**src/rtl/lmbs_pkg.sv**
```systemverilog
// ----------------------------------------------------------------------------
// lmbs_pkg
// Shared types, codes and helper functions of the LED matrix bit-plane scanner.
// ----------------------------------------------------------------------------
package lmbs_pkg;

  // Matrix and buffer geometry
  localparam int unsigned NumCols   = 8;
  localparam int unsigned NumRows   = 5;   // four gray planes and the mono buffer
  localparam int unsigned RowWidth  = 8 * NumCols;
  localparam logic [2:0]  MonoRow   = 3'd4;
  localparam logic [2:0]  ScanReset = 3'd5;

  // Configuration register indexes
  localparam logic RegMirrorCols = 1'b0;
  localparam logic RegMirrorRows = 1'b1;

  // Item kinds
  typedef enum logic [1:0] {
    KIND_TICK   = 2'd0,
    KIND_RAW    = 2'd1,
    KIND_EXPAND = 2'd2,
    KIND_MODE   = 2'd3
  } kind_e;

  // Level modes
  localparam logic [1:0] Level1  = 2'd0;
  localparam logic [1:0] Level3  = 2'd1;
  localparam logic [1:0] Level7  = 2'd2;
  localparam logic [1:0] Level15 = 2'd3;

  // Buffer memory access, one row per buffer
  typedef struct packed {
    logic                rd_en;
    logic [2:0]          rd_row;
    logic                wr_en;
    logic [2:0]          wr_row;
    logic [NumCols-1:0]  wr_be;
    logic [RowWidth-1:0] wr_data;
  } mem_req_t;

  // Tick information carried alongside the buffer read
  typedef struct packed {
    logic [NumCols-1:0] col_sel;
    logic [2:0]         src_col;
    logic               blank;
  } tick_meta_t;

  // Buffer shown for one frame
  typedef struct packed {
    logic       blank;
    logic [2:0] row;
  } row_sel_t;

  function automatic logic [7:0] reverse8(input logic [7:0] x);
    logic [7:0] r;
    for (int i = 0; i < 8; i++) begin
      r[i] = x[7-i];
    end
    return r;
  endfunction

  // Frames per cycle of a level mode
  function automatic logic [4:0] level_count(input logic [1:0] mode);
    logic [4:0] n;
    case (mode)
      Level1:  n = 5'd1;
      Level3:  n = 5'd3;
      Level7:  n = 5'd7;
      Level15: n = 5'd15;
      default: n = 5'd1;
    endcase
    return n;
  endfunction

  // Binary-weighted plane for a frame; beyond the level count shows blank
  function automatic row_sel_t row_for_frame(input logic [1:0] mode, input logic [3:0] frame);
    row_sel_t s;
    s.blank = 1'b0;
    s.row   = 3'd0;
    case (mode)
      Level1: begin
        s.row = MonoRow;
      end
      Level3: begin
        if (frame < 4'd2)      s.row = 3'd0;
        else if (frame < 4'd3) s.row = 3'd1;
        else                   s.blank = 1'b1;
      end
      Level7: begin
        if (frame < 4'd4)      s.row = 3'd0;
        else if (frame < 4'd6) s.row = 3'd1;
        else if (frame < 4'd7) s.row = 3'd2;
        else                   s.blank = 1'b1;
      end
      Level15: begin
        if (frame < 4'd8)       s.row = 3'd0;
        else if (frame < 4'd12) s.row = 3'd1;
        else if (frame < 4'd14) s.row = 3'd2;
        else if (frame < 4'd15) s.row = 3'd3;
        else                    s.blank = 1'b1;
      end
      default: begin
        s.blank = 1'b1;
      end
    endcase
    return s;
  endfunction

endpackage

```
**src/rtl/lmbs_buf_mem.sv**
```systemverilog
// ----------------------------------------------------------------------------
// lmbs_buf_mem
// Buffer memory: one 64-bit row per buffer, byte-enabled writes, registered
// read. A row never written reads as zero through its valid bit.
// ----------------------------------------------------------------------------
module lmbs_buf_mem
  import lmbs_pkg::*;
(
  input  logic                clk_i,
  input  logic                rst_ni,
  input  mem_req_t            req_i,
  output logic [RowWidth-1:0] rd_data_o
);

  logic [RowWidth-1:0] mem_q [0:NumRows-1];
  logic [NumRows-1:0]  valid_q;
  logic [RowWidth-1:0] rd_q;
  logic                rd_valid_q;

  // Write enabled bytes; first write to a row clears the rest of it
  always_ff @(posedge clk_i) begin
    if (req_i.wr_en) begin
      for (int b = 0; b < NumCols; b++) begin
        if (req_i.wr_be[b] || !valid_q[req_i.wr_row]) begin
          mem_q[req_i.wr_row][b*8 +: 8] <= req_i.wr_be[b] ? req_i.wr_data[b*8 +: 8] : 8'h00;
        end
      end
    end
  end

  // Mark rows as written
  always_ff @(posedge clk_i or negedge rst_ni) begin
    if (!rst_ni) begin
      valid_q <= '0;
    end else if (req_i.wr_en) begin
      valid_q[req_i.wr_row] <= 1'b1;
    end
  end

  // Registered read, held until the next read
  always_ff @(posedge clk_i) begin
    if (req_i.rd_en) begin
      rd_q       <= mem_q[req_i.rd_row];
      rd_valid_q <= valid_q[req_i.rd_row];
    end
  end

  assign rd_data_o = rd_valid_q ? rd_q : '0;

endmodule

```
**src/rtl/lmbs_scan.sv**
```systemverilog
// ----------------------------------------------------------------------------
// lmbs_scan
// Scan and frame counters, level mode, and decode of items into buffer
// memory reads and writes.
// ----------------------------------------------------------------------------
module lmbs_scan
  import lmbs_pkg::*;
(
  input  logic       clk_i,
  input  logic       rst_ni,
  input  logic       fire_i,
  input  logic [1:0] kind_i,
  input  logic [2:0] plane_i,
  input  logic [2:0] column_i,
  input  logic [7:0] byte_value_i,
  input  logic [1:0] level_code_i,
  input  logic       mirror_cols_i,
  input  logic       mirror_rows_i,
  output mem_req_t   req_o,
  output tick_meta_t meta_o
);

  logic [2:0] scan_col_q, scan_col_d;
  logic [3:0] frame_q, frame_d;
  logic [1:0] mode_q, mode_d;
  logic [4:0] frame_next;
  logic [7:0] wr_byte;
  row_sel_t   sel;
  logic       is_tick;
  logic       is_raw;
  logic       is_expand;

  assign is_tick   = (kind_i == KIND_TICK);
  assign is_raw    = (kind_i == KIND_RAW);
  assign is_expand = (kind_i == KIND_EXPAND);
  assign sel       = row_for_frame(mode_q, frame_q);
  assign wr_byte   = mirror_rows_i ? reverse8(byte_value_i) : byte_value_i;

  // Build the buffer access for this item
  always_comb begin
    req_o         = '0;
    req_o.rd_en   = fire_i && is_tick;
    req_o.rd_row  = sel.row;
    req_o.wr_en   = fire_i && (is_raw || is_expand) && (plane_i <= MonoRow);
    req_o.wr_row  = plane_i;
    if (is_expand) begin
      req_o.wr_be = '1;
      for (int n = 0; n < NumCols; n++) begin
        req_o.wr_data[n*8 +: 8] = wr_byte[n] ? 8'hff : 8'h00;
      end
    end else begin
      req_o.wr_be[column_i]            = 1'b1;
      req_o.wr_data[column_i*8 +: 8]   = wr_byte;
    end
  end

  // Tick details for the read stage
  always_comb begin
    meta_o.col_sel = '0;
    meta_o.col_sel[scan_col_q] = 1'b1;
    meta_o.src_col = mirror_cols_i ? (3'd7 - scan_col_q) : scan_col_q;
    meta_o.blank   = sel.blank;
  end

  // Advance column and frame on a tick; set the mode on a mode beat
  always_comb begin
    scan_col_d = scan_col_q;
    frame_d    = frame_q;
    mode_d     = mode_q;
    frame_next = {1'b0, frame_q} + 5'd1;
    if (fire_i && is_tick) begin
      scan_col_d = scan_col_q + 3'd1;
      if (scan_col_q == 3'd0) begin
        frame_d = (frame_next >= level_count(mode_q)) ? 4'd0 : frame_next[3:0];
      end
    end
    if (fire_i && (kind_i == KIND_MODE)) begin
      mode_d = level_code_i;
    end
  end

  always_ff @(posedge clk_i or negedge rst_ni) begin
    if (!rst_ni) begin
      scan_col_q <= ScanReset;
      frame_q    <= 4'd0;
      mode_q     <= Level1;
    end else begin
      scan_col_q <= scan_col_d;
      frame_q    <= frame_d;
      mode_q     <= mode_d;
    end
  end

endmodule

```
**src/rtl/led_matrix_bitplane_scanner.sv**
```systemverilog
// ----------------------------------------------------------------------------
// led_matrix_bitplane_scanner
// Column scanner for an 8x8 LED matrix with binary-weighted gray planes.
// ----------------------------------------------------------------------------
// A tick beat is held in the buffer memory read and the read stage, then in the
// output register; an output stall can hold it in the read stage.
// Throughput: one beat per cycle unless stalled; the single-port buffer memory
// takes one read or one write per cycle. Writes and mode beats give no result.
// Reset: column 5, frame 0, one-level mode, all buffers read as zero at once.
module led_matrix_bitplane_scanner
  import lmbs_pkg::*;
(
  input  logic        clk_i,
  input  logic        rst_ni,
  // configuration port
  input  logic        psel,
  input  logic        penable,
  input  logic        pwrite,
  input  logic [2:0]  paddr,
  input  logic [31:0] pwdata,
  output logic [31:0] prdata,
  output logic        pready,
  // input channel
  input  logic        in_valid_i,
  output logic        in_stall_o,
  input  logic [1:0]  kind_i,
  input  logic [2:0]  plane_i,
  input  logic [2:0]  column_i,
  input  logic [7:0]  byte_value_i,
  input  logic [1:0]  level_code_i,
  // output channel
  output logic        out_valid_o,
  input  logic        out_stall_i,
  output logic [7:0]  column_select_o,
  output logic [7:0]  row_data_o
);

  logic                mirror_cols_q;
  logic                mirror_rows_q;
  logic                in_fire;
  logic                out_load;
  logic                s1_valid_q;
  tick_meta_t          s1_meta_q;
  tick_meta_t          meta;
  mem_req_t            req;
  logic [RowWidth-1:0] rd_data;
  logic                out_valid_q;
  logic [7:0]          col_sel_q;
  logic [7:0]          row_q;

  // Register writes and reads
  assign pready = 1'b1;
  always_ff @(posedge clk_i or negedge rst_ni) begin
    if (!rst_ni) begin
      mirror_cols_q <= 1'b0;
      mirror_rows_q <= 1'b0;
    end else if (psel && penable && pwrite) begin
      if (paddr[2] == RegMirrorCols) mirror_cols_q <= pwdata[0];
      if (paddr[2] == RegMirrorRows) mirror_rows_q <= pwdata[0];
    end
  end
  assign prdata = {31'd0, (paddr[2] == RegMirrorRows) ? mirror_rows_q : mirror_cols_q};

  // Handshake: stall only when the read stage is full and cannot drain
  assign out_load   = !out_valid_q || !out_stall_i;
  assign in_stall_o = s1_valid_q && !out_load;
  assign in_fire    = in_valid_i && !in_stall_o;

  lmbs_scan u_scan (
    .clk_i         (clk_i),
    .rst_ni        (rst_ni),
    .fire_i        (in_fire),
    .kind_i        (kind_i),
    .plane_i       (plane_i),
    .column_i      (column_i),
    .byte_value_i  (byte_value_i),
    .level_code_i  (level_code_i),
    .mirror_cols_i (mirror_cols_q),
    .mirror_rows_i (mirror_rows_q),
    .req_o         (req),
    .meta_o        (meta)
  );

  lmbs_buf_mem u_mem (
    .clk_i     (clk_i),
    .rst_ni    (rst_ni),
    .req_i     (req),
    .rd_data_o (rd_data)
  );

  // Read stage: hold tick details while the memory read completes
  always_ff @(posedge clk_i or negedge rst_ni) begin
    if (!rst_ni) begin
      s1_valid_q <= 1'b0;
    end else if (!s1_valid_q || out_load) begin
      s1_valid_q <= in_fire && (kind_i == KIND_TICK);
    end
  end

  always_ff @(posedge clk_i) begin
    if (req.rd_en) begin
      s1_meta_q <= meta;
    end
  end

  // Output register: pick the column byte, blank when out of range
  always_ff @(posedge clk_i or negedge rst_ni) begin
    if (!rst_ni) begin
      out_valid_q <= 1'b0;
    end else if (out_load) begin
      out_valid_q <= s1_valid_q;
    end
  end

  always_ff @(posedge clk_i) begin
    if (out_load && s1_valid_q) begin
      col_sel_q <= s1_meta_q.col_sel;
      row_q     <= s1_meta_q.blank ? 8'h00 : rd_data[s1_meta_q.src_col*8 +: 8];
    end
  end

  assign out_valid_o     = out_valid_q;
  assign column_select_o = col_sel_q;
  assign row_data_o      = row_q;

  // A tick beat always lands in the read stage
  a_tick_to_s1 : assert property (@(posedge clk_i) disable iff (!rst_ni)
    in_fire && (kind_i == KIND_TICK) |=> s1_valid_q)
    else $error("tick beat did not reach read stage");

  // A blocked read stage keeps its tick
  a_s1_hold : assert property (@(posedge clk_i) disable iff (!rst_ni)
    s1_valid_q && !out_load |=> s1_valid_q && $stable(s1_meta_q))
    else $error("read stage lost a blocked tick");

  // Column select is one-hot whenever a result is shown
  a_onehot : assert property (@(posedge clk_i) disable iff (!rst_ni)
    out_valid_o |-> $onehot(column_select_o))
    else $error("column select not one-hot");

endmodule
```
**config.mk**
```make
export PLATFORM = sky130hd
export DESIGN_NAME = led_matrix_bitplane_scanner
export DESIGN_NICKNAME = d
export VERILOG_FILES = /design/src/rtl/lmbs_pkg.sv /design/src/rtl/lmbs_buf_mem.sv /design/src/rtl/lmbs_scan.sv /design/src/rtl/led_matrix_bitplane_scanner.sv
export SDC_FILE = /design/constraint.sdc
export NUM_CORES = 1
export LEC_CHECK = 0
export ABC_AREA = 1
export BUFFER_PORTS_ARGS = -buffer_cell sky130_fd_sc_hd__buf_2
export CAP_MARGIN = 20
export CORE_MARGIN = 2
export CORE_UTILIZATION = 40
export CTS_BUF_LIST = sky130_fd_sc_hd__clkbuf_8 sky130_fd_sc_hd__clkbuf_16
export CTS_CLUSTER_SIZE = 24
export DETAILED_ROUTE_END_ITERATION = 16
export PLACE_DENSITY_LB_ADDON = 0.25
export SLEW_MARGIN = 20
export SYNTH_ARGS = -nofsm -noshare
export SYNTH_HDL_FRONTEND = slang
export SYNTH_SLANG_ARGS = --single-unit
```
**constraint.sdc**
```tcl
create_clock -name clk_i -period 4.67 [get_ports clk_i]
set_clock_uncertainty 0.15 [all_clocks]
set_input_delay 0.467 -clock clk_i [delete_from_list [all_inputs] [get_ports clk_i]]
set_output_delay 0.467 -clock clk_i [all_outputs]
set_load 0.005 [all_outputs]
```
==> results.sh <==
export IMPL_status="complete, no violations"
export IMPL_cts_buffer_depth=3
export IMPL_layout_drive_gt1_share_pct=9.57
export IMPL_dpl_hpwl_mm=32.2
export IMPL_clock_latency_ns=0.59
export IMPL_wl_per_cell_um=18.3
export IMPL_grt_setup_unrepaired="false"
export IMPL_vias=14100
export IMPL_path_max_fanout=59
export IMPL_gp_congestion=0.930
export IMPL_timing_hold_worst_class="in -> reg"
export IMPL_critPathLaunchType="flop"
export IMPL_drt_pass1_iterations=5
export IMPL_overflow=0
export IMPL_ctsResizeCount=0
export IMPL_final_nets=2147
export IMPL_antenna_found_initial=2
export IMPL_syn_inst=2025
export IMPL_synthTopCellsByArea="edfxtp_1 (62%), nand2_1 (9.3%), inv_1 (6.0%)"
export IMPL_area_delta_synth_final_pct=13.2
export IMPL_yosys_area_top_type_share_pct=61.9
export IMPL_synth_warning_count=0
export IMPL_max_freq_ghz=0.296
export IMPL_synth_edf_count=413
export IMPL_critPathMaxStageDelay_ns=0.69
export IMPL_syn_area_per_cell_um2=9.89
export IMPL_crit_type="reg -> reg"
export IMPL_track_usage_pct=19.8
export IMPL_portBuffers=45
export IMPL_async_flop_share_pct=4.18
export IMPL_regToRegEndpoint="u_mem.rd_q[18]"
export IMPL_h_tree_depth=2
export IMPL_dieArea_um2=51900
export IMPL_grt_max_degree=130
export IMPL_post_route_period_util_pct=72.5
export IMPL_cp_startpoint="u_scan.frame_q[1]"
export IMPL_cp_arrival_ns=3.55
export IMPL_netlist_area_um2=20000
export IMPL_grt_pass1_wl_mm=79.0
export IMPL_p_per_area_nw_per_um2=434
export IMPL_hp_start="pwdata[0]"
export IMPL_dieHeight_um=228
export IMPL_worst_pin_slew_ns=1.05
export IMPL_clock_root_buffer="clkbuf_16"
export IMPL_relSlewSlack_pct=30.0
export IMPL_start_util_pct=40.3
export IMPL_setup_viol=0
export IMPL_std_cell_rows=82
export IMPL_drv_cap=0
export IMPL_endpoint_kind="flop"
export IMPL_netlist_top_cells_count="nand2_1 (497), edfxtp_1 (413), inv_1 (319), nand3_1 (140), nand4_1 (131)"
export IMPL_routed_wl_mm=51.1
export IMPL_r2r_start="u_scan.frame_q[1]"
export IMPL_ff2ff_setup_slack_ns=1.29
export IMPL_ys_flop_type="edfxtp_1"
export IMPL_fin_tns_setup_ns=0
export IMPL_drtIter0Drc=1083
export IMPL_holdPathStages=3
export IMPL_fin_crit_ns=3.38
export IMPL_cellLeakagePower_nw=9.65
export IMPL_ant_nets=0
export IMPL_core_area_um2=49800
export IMPL_yosysUniqueCellTypes=32
export IMPL_yosys_area_top_type="edfxtp_1"
export IMPL_finalHoldViolCount=0
export IMPL_drv_slew=0
export IMPL_cpMaxStageDelayCell="buf_4"
export IMPL_cts_made_buffers=48
export IMPL_die_x_um=228
export IMPL_path_clk_slew_ns=0.06
export IMPL_vias_per_cell=5.06
export IMPL_grt_pass1_vias=13500
export IMPL_synth_seq_cells=431
export IMPL_crit_chain="nand2_1 -> nand2_2 -> inv_2 -> nand2_4 -> buf_4 -> buf_4 -> nand4_1 -> nand3_1 -> nand2_1 -> nand2_1 -> nand2_1"
export IMPL_final_util_pct=45.6
export IMPL_io_pin_count=111
export IMPL_drc=0
export IMPL_irDropWorstVdd_mv=0.232
export IMPL_synth_most_common_cell="nand2_1"
export IMPL_reg2regPathDepth=11
export IMPL_required_ns=4.83
export IMPL_ys_seq_area_share_pct=64.2
export IMPL_cts_sinks=431
export IMPL_tritoncts="yes"
export IMPL_cts_setup_buffers=0
export IMPL_whs_endpoint="mirror_cols_q"
export IMPL_crit_top_cell="nand2_1"
-- kinds of logic (layout without fill, tap and decap cells) --
kind of cell | count (synthesis) | after routing | synth area share (%)
flip-flops | 431 | 431 | 64.2
AO/OA/AOI/OAI | 184 | 184 | 4.75
XOR/XNOR | 7 | 7 | 0.306
buffers and inverters | 467 | 523 | 9.90
other | 2 | 33 | 0.0375
adder cells (fa/ha/maj) | 14 | 14 | 0.874
AND/OR/NAND/NOR | 920 | 920 | 20.0
-- worst max path at each step --
stage | end | slack, ns | cells past startpoint
2_1_floorplan | u_scan.scan_col_q[2] | 1.63 | 9
3_3_place_gp | u_mem.mem_q[3][17] | 1.28 | 7
3_5_place_dp | u_mem.mem_q[4][46] | 1.17 | 7
4_1_cts | u_mem.mem_q[4][43] | 1.31 | 9
5_1_grt | u_mem.rd_q[24] | 1.05 | 11
6_report | u_mem.rd_q[18] | 1.29 | 11
-- sequential cells by signal, indices dropped and copies added (netlist names), 2 cells and up --
register / count
u_mem.valid_q: 5
s1_meta_q: 12
u_scan.scan_col_q: 3
column_select_o: 8
u_mem.mem_q: 320
row_data_o: 8
u_scan.mode_q: 2
u_mem.rd_q: 64
u_scan.frame_q: 4
-- where the power goes --
group / switching [mW] / internal, mW
combinational: 1.04 / 0.392
sequential: 0.0853 / 4.43
clock: 1.53 / 2.38
total: 2.65 / 7.20
-- layout by cell type (no fill, tap or decap), types with 16 or more instances in the layout --
master | netlist | final
nand2_1 | 497 | 496
buf_4 | 35 | 55
a21oi_1 | 97 | 97
clkbuf_16 | 0 | 50
buf_2 | 61 | 45
nand4_1 | 131 | 131
o21ai_0 | 60 | 59
inv_1 | 319 | 322
nor2_1 | 126 | 125
edfxtp_1 | 413 | 413
dfrtp_1 | 16 | 16
conb_1 | 2 | 32
nor3_1 | 18 | 18
nand3_1 | 140 | 139
-- area by class of cell --
cell class / instances / area [um2]
tap: 672 / 841
sequential: 431 / 12900
fill: 4630 / 27100
antenna: 1 / 2.50
inverter: 327 / 1230
clock inverter: 35 / 365
clock buffer: 53 / 1290
multi-input combinational: 1157 / 5350
timing repair buffer: 108 / 748
-- what timing repair did --
action                                  CTS  global route
hold buffers                              5             0
endpoints found under the setup margin    0             0
hold endpoints to repair                 20             0
-- per-layer routing --
layer	vias up	GRT usage [%]	share of wire (%)
li1	6800	-	-
met1	6789	27.1	45
met2	433	32.2	47
met3	71	3.28	5.9
met4	2	6.29	2.1
met5	-	0	0.020
-- stage by stage --
| stage | cell area (um2) | hold slack, ns | worst slack, ns | instances | power, mW |
|---|---|---|---|---|---|
| final | 22700 | 0.0328 | 1.29 | 2784 | 9.85 |
| after global routing | 22700 | 0.0509 | 1.05 | 2783 | 10.3 |
| after CTS | 22700 | 0.00871 | 1.31 | 2783 | 9.92 |
| after detailed placement | 21000 | 0.256 | 1.17 | 2690 | 6.01 |
| after global placement | 21000 | 0.255 | 1.28 | 2690 | 5.98 |
| after floorplan | 20100 | 0.0214 | 1.63 | 2055 | 5.55 |
-- worst max-delay path: cells and delay by family (launching register included) --
family | cells | cell delay (ns)
simple gates | 8 | 1.12
flops | 1 | 0.48
buf+inv | 3 | 1.29
(Power assumes the default switching activity.)
